<file path="src/sv/cbti_pkg.sv">
package cbti_pkg;

  localparam int CNT_W      = 7;
  localparam int IDX_W      = 6;
  localparam int VAL_W      = 32;
  localparam int POS_W      = 24;
  localparam int IN_DATA_W  = 96;
  localparam int OUT_DATA_W = 48;
  localparam int CFG_IDX_W  = 1;
  localparam int QUEUE_DEPTH = 2;

  localparam logic [CNT_W-1:0] CNT_RESET = 7'd64;
  localparam logic [CNT_W-1:0] CNT_MIN   = 7'd2;

  localparam logic OP_LOAD  = 1'b0;
  localparam logic OP_QUERY = 1'b1;

  localparam logic [CFG_IDX_W-1:0] REG_ROWS = 1'b0;
  localparam logic [CFG_IDX_W-1:0] REG_COLS = 1'b1;

  typedef enum logic [1:0] {
    CMD_LOAD  = 2'd0,
    CMD_QUERY = 2'd1,
    CMD_SKIP  = 2'd2
  } cmd_kind_t;

  typedef struct packed {
    logic [3:0]              pad;
    logic signed [POS_W-1:0] pos_col;
    logic signed [POS_W-1:0] pos_row;
    logic [VAL_W-1:0]        entry_value;
    logic [IDX_W-1:0]        load_col;
    logic [IDX_W-1:0]        load_row;
  } in_payload_t;

  typedef struct packed {
    logic [3:0]       pad;
    logic [IDX_W-1:0] base_col;
    logic [IDX_W-1:0] base_row;
    logic [VAL_W-1:0] interp_value;
  } out_payload_t;

  typedef struct packed {
    cmd_kind_t               kind;
    logic [IDX_W-1:0]        load_row;
    logic [IDX_W-1:0]        load_col;
    logic [VAL_W-1:0]        entry_value;
    logic signed [POS_W-1:0] pos_row;
    logic signed [POS_W-1:0] pos_col;
  } cmd_t;

  function automatic logic [CNT_W-1:0] eff_count(input logic [CNT_W-1:0] reg_val,
                                                 input int max_val);
    logic [CNT_W-1:0] res;
    if (reg_val < CNT_MIN) begin
      res = CNT_MIN;
    end else if (int'(reg_val) > max_val) begin
      res = CNT_W'(max_val);
    end else begin
      res = reg_val;
    end
    return res;
  endfunction

endpackage

</file>
<file path="src/sv/cbti_queue.sv">
module cbti_queue (
  input  logic           clk,
  input  logic           rst,
  input  logic           push_valid,
  output logic           push_ready,
  input  cbti_pkg::cmd_t push_cmd,
  output logic           pop_valid,
  input  logic           pop_ready,
  output cbti_pkg::cmd_t pop_cmd,
  output logic [1:0]     level
);

  import cbti_pkg::*;

  cmd_t entries [QUEUE_DEPTH];
  logic wr_ptr;
  logic rd_ptr;
  logic push_fire;
  logic pop_fire;

  assign push_ready = (level != 2'(QUEUE_DEPTH));
  assign pop_valid  = (level != 2'd0);
  assign pop_cmd    = entries[rd_ptr];
  assign push_fire  = push_valid && push_ready;
  assign pop_fire   = pop_valid && pop_ready;

  always_ff @(posedge clk) begin
    if (rst) begin
      wr_ptr <= 1'b0;
      rd_ptr <= 1'b0;
      level  <= 2'd0;
    end else begin
      if (push_fire) begin
        wr_ptr <= ~wr_ptr;
      end
      if (pop_fire) begin
        rd_ptr <= ~rd_ptr;
      end
      if (push_fire && !pop_fire) begin
        level <= level + 2'd1;
      end else if (pop_fire && !push_fire) begin
        level <= level - 2'd1;
      end
    end
  end

  always_ff @(posedge clk) begin
    if (push_fire) begin
      entries[wr_ptr] <= push_cmd;
    end
  end

endmodule

</file>
<file path="config.mk">
export PLATFORM = sky130hd
export DESIGN_NAME = cbti_queue
export DESIGN_NICKNAME = d
export VERILOG_FILES = /design/src/sv/cbti_pkg.sv /design/src/sv/cbti_queue.sv
export SDC_FILE = /design/constraint.sdc
export NUM_CORES = 1
export LEC_CHECK = 0
export BUFFER_PORTS_ARGS = -buffer_cell sky130_fd_sc_hd__buf_2
export CELL_PAD_IN_SITES_DETAIL_PLACEMENT = 1
export CELL_PAD_IN_SITES_GLOBAL_PLACEMENT = 2
export CORE_UTILIZATION = 35
export CTS_BUF_LIST = sky130_fd_sc_hd__clkbuf_8
export CTS_CLUSTER_SIZE = 10
export DETAILED_ROUTE_END_ITERATION = 12
export HOLD_SLACK_MARGIN = 0.12
export PLACE_DENSITY_LB_ADDON = 0.12
export SLEW_MARGIN = 40
export SYNTH_ARGS = -nofsm -noshare
export SYNTH_HDL_FRONTEND = slang
export SYNTH_SLANG_ARGS = --single-unit
</file>
<file path="constraint.sdc">
create_clock -name clk -period 3.3 [get_ports clk]
set_input_delay 0.165 -clock clk [delete_from_list [all_inputs] [get_ports clk]]
set_output_delay 0.165 -clock clk [all_outputs]
set_load 0.01 [all_outputs]
</file>
==> results.txt <==
vias in the first global route = 4345
GPL Wtd Cong = 0.697
post-synthesis sequential area ratio = 0.819
r2r setup slk = 1.25 ns
DR vias = 3978
Critical Path RT = 3.13 ns
CTS tree = built
worst r2r src = level[0]
placed inst area = 0.00831 mm2
Peak supply drop = 0.000327 V
Critical Path AT = 2.19 ns
TritonRoute pass-1 iters = 4
Remaining DRCs = 0
WL per Instance = 16.3 um
GRT Util Overall = 0.147
WHS Path Cells = 4
CTS Buffer Depth = 2
full die area = 0.0206 mm2
cell count after synthesis = 316
Startpoint Class = flip-flop
root buf cell = clkbuf_8
first-pass GRT wire length = 22.2 mm
# clock sinks = 193
fmax = 425 MHz
slew at the pin with the worst max-slew slack = 0.693 ns
post-synthesis cell type count = 19
final std cell area, no fill = 0.00962 mm2
Max Slew Vio Count = 0
# rows = 51
DRT iter0 DRCs = 135
Final Cycle Share = 0.713
clk_lat worst skew = 0.45 ns
Area growth syn-to-layout = 37.1%
largest net degree at the start of global routing = 76
grt total ovfl = 0
commonest non-fill, non-tap cell in the layout = buf_2
Detail Route Antenna Nets = 0
I/O Pins = 196
HPWL after detailed placement = 9.18 mm
Die Y = 144 um
Clock transition at path regs = 0.10 ns
Reg2Reg Capture Point = entries[1][75]
Synth Net Count = 415
status = completed
number of gates resized after cts = 0
Avg Cell Area, Syn = 22.2 um2
chip width = 144 um
Setup-failing EPs final = 0
number of port buffers = 195
total CTS buffers = 17
CP max FO = 50
Slew headroom = 0.538
vias per cell = 4.42
Pwr per Cell Area = 645 mW/mm2
Hold Vio Cnt, Final = 0
critical path class = reg2out
Layout Nets = 719
Core Area = 0.0195 mm2
Post-Syn Area = 0.00702 mm2
starting density of the core = 0.359
highest-count cells in the layout ignoring fill and taps = buf_2 (195), edfxtp_1 (188), dlygate4sd3_1 (96)
Synth Register Bits = 193
htree depth = 4
initial antenna violation count = 1
Setup Skew = 0.00942 ns
share of cells above drive strength 1 = 0.518
Ys Warns = 0
Hold Path Class = in2reg
Tmin final = 2.35 ns
RSZ-0062 raised after global routing = false
Crit. End Element = output pin
max-cap violations = 0
final wirelength = 14.6 mm
min-delay src = pop_ready
Leakage = 3.57 nW
Reg2Reg Depth = 3
total negative slack for setup checks = 0 ns
-- area by class of cell --
cell class | count | area [um2]
multi-input cells | 112 | 1180
repair buffers | 295 | 2000
well taps | 265 | 332
clock buffers | 17 | 234
fillers | 1960 | 9900
inverters | 1 | 6.26
flip-flops and latches | 193 | 5750
diodes | 1 | 2.50
clock inverters | 15 | 111
-- timing repair --
| item | in CTS | in global routing |
|---|---|---|
| setup buffers | 0 | 0 |
| hold buffers | 96 | 0 |
| hold endpoints to repair | 193 | 0 |
-- Yosys cell counts --
master | count | area share
and3_1 | 1 | 0.00089
a21bo_2 | 1 | 0.0014
xor2_1 | 3 | 0.0037
and2_1 | 1 | 0.00089
a21oi_1 | 2 | 0.0014
nand3b_1 | 1 | 0.0011
nor2_1 | 3 | 0.0016
buf_6 | 6 | 0.0096
dfxtp_1 | 5 | 0.014
or3_1 | 1 | 0.00089
nand2b_1 | 1 | 0.00089
o21ai_0 | 2 | 0.0014
mux2_2 | 94 | 0.15
buf_4 | 1 | 0.0011
inv_1 | 1 | 0.00053
or2_2 | 1 | 0.00089
ha_1 | 1 | 0.0018
edfxtp_1 | 188 | 0.80
buf_2 | 3 | 0.0021
-- sequential cells by signal (all words and copies together), names as in the netlist, named ones only --
name	cells
level	2
rd_ptr	1
wr_ptr	1
entries	188
-- logic make-up after synthesis --
| kind of cell | after synthesis | synth area share |
|---|---|---|
| flops | 193 | 0.819 |
| mux | 94 | 0.151 |
| buf+inv | 11 | 0.0134 |
| simple gates | 9 | 0.00714 |
| compound gates | 5 | 0.00428 |
| xor+xnor | 3 | 0.00375 |
| fa+ha+maj | 1 | 0.00178 |
-- worst max-delay path by stage --
| stage | end | slack (ns) | depth (start not counted) |
|---|---|---|---|
| 6_report | pop_cmd[60] | 0.95 | 3 |
| 5_1_grt | pop_cmd[19] | 0.78 | 3 |
| 4_1_cts | pop_cmd[19] | 0.87 | 3 |
| 3_5_place_dp | entries[1][67] | 1.24 | 3 |
| 3_3_place_gp | entries[1][67] | 1.33 | 3 |
| 2_1_floorplan | entries[0][0] | 0.22 | 3 |
-- layer usage --
| metal | share of wire | up-vias | GRT usage |
|---|---|---|---|
| li1 | - | 1860 | - |
| met1 | 0.43 | 1976 | 0.170 |
| met2 | 0.48 | 129 | 0.248 |
| met3 | 0.077 | 13 | 0.0573 |
| met4 | 0.010 | 0 | 0.0487 |
| met5 | 0 | - | 0 |
-- stage by stage --
step,std cells,setup WS [ns],hold slack (ns),power [mW],util
finish,899,0.946,0.172,6.20,0.493
detailed placement,770,1.24,0.356,4.85,0.426
global route,899,0.781,0.158,6.55,0.493
CTS,898,0.873,0.155,6.33,0.493
floorplan,316,0.218,0.234,4.22,-
global placement,770,1.33,0.353,4.82,0.426
-- power by group --
group | internal [mW] | switching [mW] | total (mW)
clock network | 0.529 | 0.833 | 1.36
logic | 0.816 | 0.815 | 1.63
registers | 3.06 | 0.152 | 3.21
total | 4.40 | 1.80 | 6.20
-- worst max-delay path, stage by stage, from the launching register on --
cell     delay (ns)
dfxtp_4        0.78
buf_12         0.36
mux2_2         0.39
buf_2          0.14
Note: power is estimated with default switching activity, not from simulation.
