$ cat config.mk
export PLATFORM = sky130hd
export DESIGN_NAME = cbti_back
export DESIGN_NICKNAME = d
export VERILOG_FILES = /design/src/sv/cbti_pkg.sv /design/src/sv/cbti_back.sv
export SDC_FILE = /design/constraint.sdc
export NUM_CORES = 2
export LEC_CHECK = 0
export BUFFER_PORTS_ARGS = -buffer_cell sky130_fd_sc_hd__buf_2
export CAP_MARGIN = 20
export CELL_PAD_IN_SITES_DETAIL_PLACEMENT = 1
export CELL_PAD_IN_SITES_GLOBAL_PLACEMENT = 2
export CORE_MARGIN = 2
export CORE_UTILIZATION = 40
export DETAILED_ROUTE_END_ITERATION = 10
export HOLD_SLACK_MARGIN = 0.15
export PLACE_DENSITY = 0.91
export SYNTH_ARGS = -nofsm -noshare
export SYNTH_HDL_FRONTEND = slang
export SYNTH_SLANG_ARGS = --single-unit
$ cat constraint.sdc
create_clock -name clk -period 8.85 [get_ports clk]
set_input_delay 0.885 -clock clk [delete_from_list [all_inputs] [get_ports clk]]
set_output_delay 0.885 -clock clk [all_outputs]
set_load 0.05 [all_outputs]
$ cat src/sv/cbti_pkg.sv
package cbti_pkg;

  localparam int CNT_W      = 7;
  localparam int IDX_W      = 6;
  localparam int VAL_W      = 32;
  localparam int POS_W      = 24;
  localparam int IN_DATA_W  = 96;
  localparam int OUT_DATA_W = 48;
  localparam int CFG_IDX_W  = 1;
  localparam int QUEUE_DEPTH = 2;

  localparam logic [CNT_W-1:0] CNT_RESET = 7'd64;
  localparam logic [CNT_W-1:0] CNT_MIN   = 7'd2;

  localparam logic OP_LOAD  = 1'b0;
  localparam logic OP_QUERY = 1'b1;

  localparam logic [CFG_IDX_W-1:0] REG_ROWS = 1'b0;
  localparam logic [CFG_IDX_W-1:0] REG_COLS = 1'b1;

  typedef enum logic [1:0] {
    CMD_LOAD  = 2'd0,
    CMD_QUERY = 2'd1,
    CMD_SKIP  = 2'd2
  } cmd_kind_t;

  typedef struct packed {
    logic [3:0]              pad;
    logic signed [POS_W-1:0] pos_col;
    logic signed [POS_W-1:0] pos_row;
    logic [VAL_W-1:0]        entry_value;
    logic [IDX_W-1:0]        load_col;
    logic [IDX_W-1:0]        load_row;
  } in_payload_t;

  typedef struct packed {
    logic [3:0]       pad;
    logic [IDX_W-1:0] base_col;
    logic [IDX_W-1:0] base_row;
    logic [VAL_W-1:0] interp_value;
  } out_payload_t;

  typedef struct packed {
    cmd_kind_t               kind;
    logic [IDX_W-1:0]        load_row;
    logic [IDX_W-1:0]        load_col;
    logic [VAL_W-1:0]        entry_value;
    logic signed [POS_W-1:0] pos_row;
    logic signed [POS_W-1:0] pos_col;
  } cmd_t;

  function automatic logic [CNT_W-1:0] eff_count(input logic [CNT_W-1:0] reg_val,
                                                 input int max_val);
    logic [CNT_W-1:0] res;
    if (reg_val < CNT_MIN) begin
      res = CNT_MIN;
    end else if (int'(reg_val) > max_val) begin
      res = CNT_W'(max_val);
    end else begin
      res = reg_val;
    end
    return res;
  endfunction

endpackage

$ cat src/sv/cbti_back.sv
module cbti_back #(
  parameter int MAX_ROWS  = 64,
  parameter int MAX_COLS  = 64,
  parameter int FRAC_BITS = 16
) (
  input  logic                                  clk,
  input  logic                                  rst,
  input  logic                                  pop_valid,
  output logic                                  pop_ready,
  input  cbti_pkg::cmd_t                        pop_cmd,
  input  logic [cbti_pkg::CNT_W-1:0]            rows_eff,
  input  logic [cbti_pkg::CNT_W-1:0]            cols_eff,
  output logic                                  ram_we,
  output logic [$clog2(MAX_ROWS*MAX_COLS)-1:0]  ram_addr,
  output logic [cbti_pkg::VAL_W-1:0]            ram_wdata,
  input  logic [cbti_pkg::VAL_W-1:0]            ram_rdata,
  output logic                                  m_tvalid,
  input  logic                                  m_tready,
  output logic [cbti_pkg::OUT_DATA_W-1:0]       m_tdata
);

  import cbti_pkg::*;

  localparam int AW = $clog2(MAX_ROWS * MAX_COLS);
  localparam int WW = FRAC_BITS + 1;
  localparam int PW = VAL_W + WW;
  localparam logic [WW-1:0] ONE_W  = WW'(1) << FRAC_BITS;
  localparam logic [PW-1:0] HALF_W = PW'(1) << (FRAC_BITS - 1);
  localparam logic [AW-1:0] ROW_STEP = AW'(MAX_COLS);

  typedef enum logic {ST_IDLE, ST_MAC} state_t;

  state_t           state;
  logic [2:0]       step;
  logic [CNT_W-1:0] base_row;
  logic [CNT_W-1:0] base_col;
  logic [WW-1:0]    wr;
  logic [WW-1:0]    wc;
  logic [AW-1:0]    a00;
  logic [PW-1:0]    prod;
  logic [PW-1:0]    acc;
  logic [VAL_W-1:0] t0;

  logic [POS_W-1:0] fl_row;
  logic [POS_W-1:0] fl_col;
  logic [CNT_W-1:0] nb_row;
  logic [CNT_W-1:0] nb_col;
  logic [WW-1:0]    nw_row;
  logic [WW-1:0]    nw_col;
  logic [AW-1:0]    head_addr;
  logic [AW-1:0]    load_addr;
  logic [VAL_W-1:0] mul_a;
  logic [WW-1:0]    mul_w;
  logic [VAL_W-1:0] acc_val;
  logic             out_free;
  out_payload_t     out_pl;

  assign fl_row = pop_cmd.pos_row >>> FRAC_BITS;
  assign fl_col = pop_cmd.pos_col >>> FRAC_BITS;

  always_comb begin
    if (pop_cmd.pos_row[POS_W-1]) begin
      nb_row = '0;
      nw_row = ONE_W;
    end else if (fl_row >= POS_W'(rows_eff) - POS_W'(1)) begin
      nb_row = rows_eff - CNT_MIN;
      nw_row = '0;
    end else begin
      nb_row = fl_row[CNT_W-1:0];
      nw_row = ONE_W - WW'(pop_cmd.pos_row[FRAC_BITS-1:0]);
    end
    if (pop_cmd.pos_col[POS_W-1]) begin
      nb_col = '0;
      nw_col = ONE_W;
    end else if (fl_col >= POS_W'(cols_eff) - POS_W'(1)) begin
      nb_col = cols_eff - CNT_MIN;
      nw_col = '0;
    end else begin
      nb_col = fl_col[CNT_W-1:0];
      nw_col = ONE_W - WW'(pop_cmd.pos_col[FRAC_BITS-1:0]);
    end
  end

  assign head_addr = AW'(int'(nb_row) * MAX_COLS + int'(nb_col));
  assign load_addr = AW'(int'(pop_cmd.load_row) * MAX_COLS + int'(pop_cmd.load_col));
  assign pop_ready = (state == ST_IDLE);
  assign acc_val   = acc[FRAC_BITS +: VAL_W];
  assign out_free  = !m_tvalid || m_tready;
  assign ram_wdata = pop_cmd.entry_value;

  always_comb begin
    ram_we   = 1'b0;
    ram_addr = a00;
    if (state == ST_IDLE) begin
      if (pop_valid && pop_cmd.kind == CMD_LOAD) begin
        ram_we   = 1'b1;
        ram_addr = load_addr;
      end else begin
        ram_addr = head_addr;
      end
    end else begin
      priority case (step)
        3'd0:    ram_addr = a00 + AW'(1);
        3'd1:    ram_addr = a00 + ROW_STEP;
        3'd2:    ram_addr = a00 + ROW_STEP + AW'(1);
        default: ram_addr = a00;
      endcase
    end
  end

  // Even steps take the base weight, odd steps its complement.
  always_comb begin
    mul_a = ram_rdata;
    if (step >= 3'd4) begin
      mul_a = (step == 3'd4) ? t0 : acc_val;
    end
    if (step >= 3'd4) begin
      mul_w = step[0] ? ONE_W - wr : wr;
    end else begin
      mul_w = step[0] ? ONE_W - wc : wc;
    end
  end

  always_comb begin
    out_pl              = '0;
    out_pl.interp_value = acc_val;
    out_pl.base_row     = base_row[IDX_W-1:0];
    out_pl.base_col     = base_col[IDX_W-1:0];
  end

  always_ff @(posedge clk) begin
    if (rst) begin
      state    <= ST_IDLE;
      step     <= 3'd0;
      m_tvalid <= 1'b0;
    end else begin
      if (state == ST_MAC && step == 3'd7 && out_free) begin
        m_tvalid <= 1'b1;
      end else if (m_tready) begin
        m_tvalid <= 1'b0;
      end
      unique case (state)
        ST_IDLE: begin
          step <= 3'd0;
          if (pop_valid && pop_cmd.kind == CMD_QUERY) begin
            base_row <= nb_row;
            base_col <= nb_col;
            wr       <= nw_row;
            wc       <= nw_col;
            a00      <= head_addr;
            state    <= ST_MAC;
          end
        end
        ST_MAC: begin
          if (step != 3'd7) begin
            prod <= mul_a * mul_w;
            step <= step + 3'd1;
          end
          priority case (step)
            3'd1, 3'd3, 3'd5: acc <= prod + HALF_W;
            3'd2, 3'd4, 3'd6: acc <= acc + prod;
            default: ;
          endcase
          if (step == 3'd3) begin
            t0 <= acc_val;
          end
          if (step == 3'd7 && out_free) begin
            m_tdata  <= out_pl;
            state    <= ST_IDLE;
          end
        end
        default: state <= ST_IDLE;
      endcase
    end
  end

endmodule

==> results by group <==
STA
  – Min Tclk post-route: between 8000 and 9000 ps
  – Setup Skew: between 15 and 20 ps
  – Slew Limit Headroom: a little over a third
  – Fmax: 116 MHz
  – Worst-margin pin slew: ~960 ps
  – Final period util: slightly below 100%
  – Worst hold slack: between 400 and 500 ps
  – Hold Vio Cnt, Final: 0
  – Max Slew Vio Count: 0
  – Final setup fails: 0

Drt
  – Drt via density: 5.40
  – DR DRC count: 0
  – First-pass DRT Iterations: 5
  – Final WL: between 90 and 100 mm
  – Total number of vias: 25800
  – Final ANT Viol Nets: 0
  – Initial DRC Count: 1373
  – Per-cell routed wire length: between 20 and 25 um

Global route
  – Grt ovf: 0
  – Global-route usage over all layers: between 20% and 30%
  – First-pass GRT wire length: roughly 150 mm
  – Vias in the first global route: between 20000 and 30000
  – Antenna violations before repair: 0
  – Largest net degree at the start of global routing: 67

Job
  – MaxCap Viol Count: 0

Floorplan
  – Rows: about 100
  – Starting Density: 40.5%
  – Die area: between 80000 and 90000 um2
  – I/O pin cnt: 239
  – Core Box Area: around 79000 um2
  – Die Y: ~290 um
  – Die X: approximately 290 um

Clock network
  – Clock Sink Count: approximately 230
  – Cts bufs inserted: 28
  – CTS tree: yes
  – Clock transition at the registers of the reported paths: about 60 ps
  – Clock tree buffer depth: 3
  – H-tree depth: 1
  – Clk_lat worst skew: 570 ps
  – Clock root buffer: clkbuf_16

Final layout
  – Antenna cell count: 0
  – Area grow syn2layout: 11.3%
  – Final Cell Area: between 30000 and 40000 um2
  – Share of layout cells above drive strength 1: between 10 and 15%
  – NumNets Final: 4500

Logic synthesis
  – Post-synth EDFFs: 224
  – Top_reg_cell synth: edfxtp_1
  – Syn_area_per_cell: 8.99 um2
  – Synth warnings: 0
  – Register area share after synthesis: approximately a fifth
  – Post-synthesis register bit count: roughly 230
  – Cell Area, Synth: between 30000 and 40000 um2
  – Synth cell types: 87
  – Cells after Synth: 3562
  – Post-synth ARST share: 0%

Status
  – Status: completed

Worst hold path
  – Worst Hold Class: reg -> reg

Placement
  – RePlAce Congestion: 0.920
  – Placed cell area: between 30000 and 40000 um2
  – Hpwl dp: slightly below 80 mm
  – Port Buffers: 170

Critical path
  – Required @ worst endpoint: 9160 ps
  – Slowest cell on crit path: fa_1
  – Worst stage delay on the critical path: roughly 600 ps
  – Most common cell on crit path: fa_1
  – CP Class: reg -> reg
  – Worst-path fanout max: 5
  – Worst setup EP type: register
  – Critical path arrival: approximately 8900 ps
  – Startpoint Class: register

Power and ir drop
  – Lkg Pwr: around 17 nW
  – Pwr per Cell Area: about 270 nW/um2
  – VDD IR max: 0.317 mV
  – Total power draw: roughly 0.0096 W
layer usage:
metal / global-route usage, % / part of all wire (%) / vias up
met1: 28.9 / 40 / 13200
met5: 0 / 0 / -
met2: 43.4 / 51 / 679
met4: 9.75 / 4.6 / 0
li1: - / - / 11700
met3: 2.33 / 4.2 / 248
cell type report:
cell class                      instances  area [um2]
Inverter                              586        2200
Fill cell                            9348       43500
Sequential cell                       229        6830
Tap cell                             1050        1310
Clock inverter                         14         134
Multi-Input combinational cell       2559       22400
Clock buffer                           38         810
Timing Repair Buffer                  298        1930
worst paths after layout:
path,startpoint,endpoint,slack [ps],cells past startpoint
setup / recovery,wr[0]$_SDFFCE_PP0P_,prod[46]$_DFFE_PP_,220,31
hold reg to reg,base_row[4]$_DFFE_PP_,m_tdata[36]$_DFFE_PP_,420,0
hold / removal,base_row[4]$_DFFE_PP_,m_tdata[36]$_DFFE_PP_,420,0
setup reg to reg,wr[0]$_SDFFCE_PP0P_,prod[46]$_DFFE_PP_,220,31
registers in the layout, summed over array words and instances, names as in the netlist:
name / flops
m_tvalid: 1
prod: 48
state: 1
base_row: 6
a00: 7
t0: 32
wc: 17
m_tdata: 44
acc: 48
wr: 17
step: 3
base_col: 5
critical path: cells and delay by family (launching register included):
family / cells / cell delay (ps)
AOI/OAI and AO/OA: 11 / 1930
xor gates and xnor gates: 1 / 150
adders and majority gates: 8 / 3800
buffers and inverters: 6 / 660
DFF: 1 / 400
and+or+nand+nor: 5 / 1450
repair_timing:
item                       4_1_cts  5_1_grt
resized for setup                1       32
buffers inserted                 0        8
setup endpoints to repair        1       10
hold buffers                     0        0
cloned                           0        2
pin swaps                        0       22
stage by stage:
stage          worst slack, ps  cells  util, %  TNS (ps)
2_1_floorplan              824   3565        -         0
3_3_place_gp               213   4711     43.5         0
3_5_place_dp              64.6   4711     43.5         0
4_1_cts                   99.4   4763     44.7         0
5_1_grt                  -59.3   4774     45.0      -178
6_report                   223   4774     45.0         0
kinds of logic after synthesis:
| group | after synthesis | synth area share [%] |
|---|---|---|
| adders and majority gates | 654 | 36.1 |
| DFF | 229 | 21.3 |
| and+or+nand+nor | 1140 | 15.9 |
| buffers and inverters | 777 | 9.55 |
| xor gates and xnor gates | 175 | 4.79 |
| muxes | 51 | 1.65 |
| other | 1 | 0.0117 |
| AOI/OAI and AO/OA | 535 | 10.7 |
power by group:
group | internal [W] | switching, W | total [W]
Sequential | 0.00150 | 0.0000727 | 0.00157
Combinational | 0.00290 | 0.00399 | 0.00689
Clock | 0.000698 | 0.000477 | 0.00118
Total | 0.00510 | 0.00454 | 0.00964
cell usage after synthesis, drive strengths merged, types with 5 or more instances:
master / instances / area [um2]
fa: 449 / 8990
nor3: 49 / 250
a211oi: 19 / 148
o21bai: 24 / 180
and4: 6 / 52.6
a211o: 7 / 61.3
ha: 205 / 2560
and2: 115 / 719
xnor2: 107 / 937
nand2b: 22 / 138
nor2: 266 / 1000
nand2: 534 / 2000
or2: 6 / 37.5
mux2i: 47 / 470
o21a: 10 / 75.1
or4: 8 / 60.1
o21ai: 97 / 489
or3: 15 / 93.8
a31oi: 13 / 81.3
nand4: 26 / 163
o221ai: 8 / 70.1
o22ai: 9 / 56.3
nor4: 8 / 56.3
o31ai: 12 / 109
nand3: 36 / 180
a21o: 71 / 533
and3: 23 / 144
nor2b: 11 / 68.8
o41ai: 7 / 76.3
xor2: 68 / 596
a21boi: 8 / 60.1
clkbuf: 136 / 512
o31a: 7 / 61.3
o211ai: 7 / 52.6
edfxtp: 224 / 6730
buf: 55 / 348
dfxtp: 5 / 100
inv: 585 / 2200
a21oi: 198 / 1000
placed cells by master (no fill, tap or decap), types with 12 or more instances in the layout:
cell	n
or3_1	15
nand2_1	534
buf_4	119
a21o_1	71
nand2b_1	22
a21oi_1	188
buf_2	170
nor3_1	46
nor2_1	260
and2_1	115
edfxtp_1	224
o21ai_0	88
xnor2_1	107
o21bai_1	24
and3_1	23
nand3_1	36
nand4_1	26
xor2_1	68
mux2i_1	47
a211oi_1	12
ha_1	202
fa_1	446
clkbuf_16	31
inv_1	584
Power figures use the tool's default switching activity.
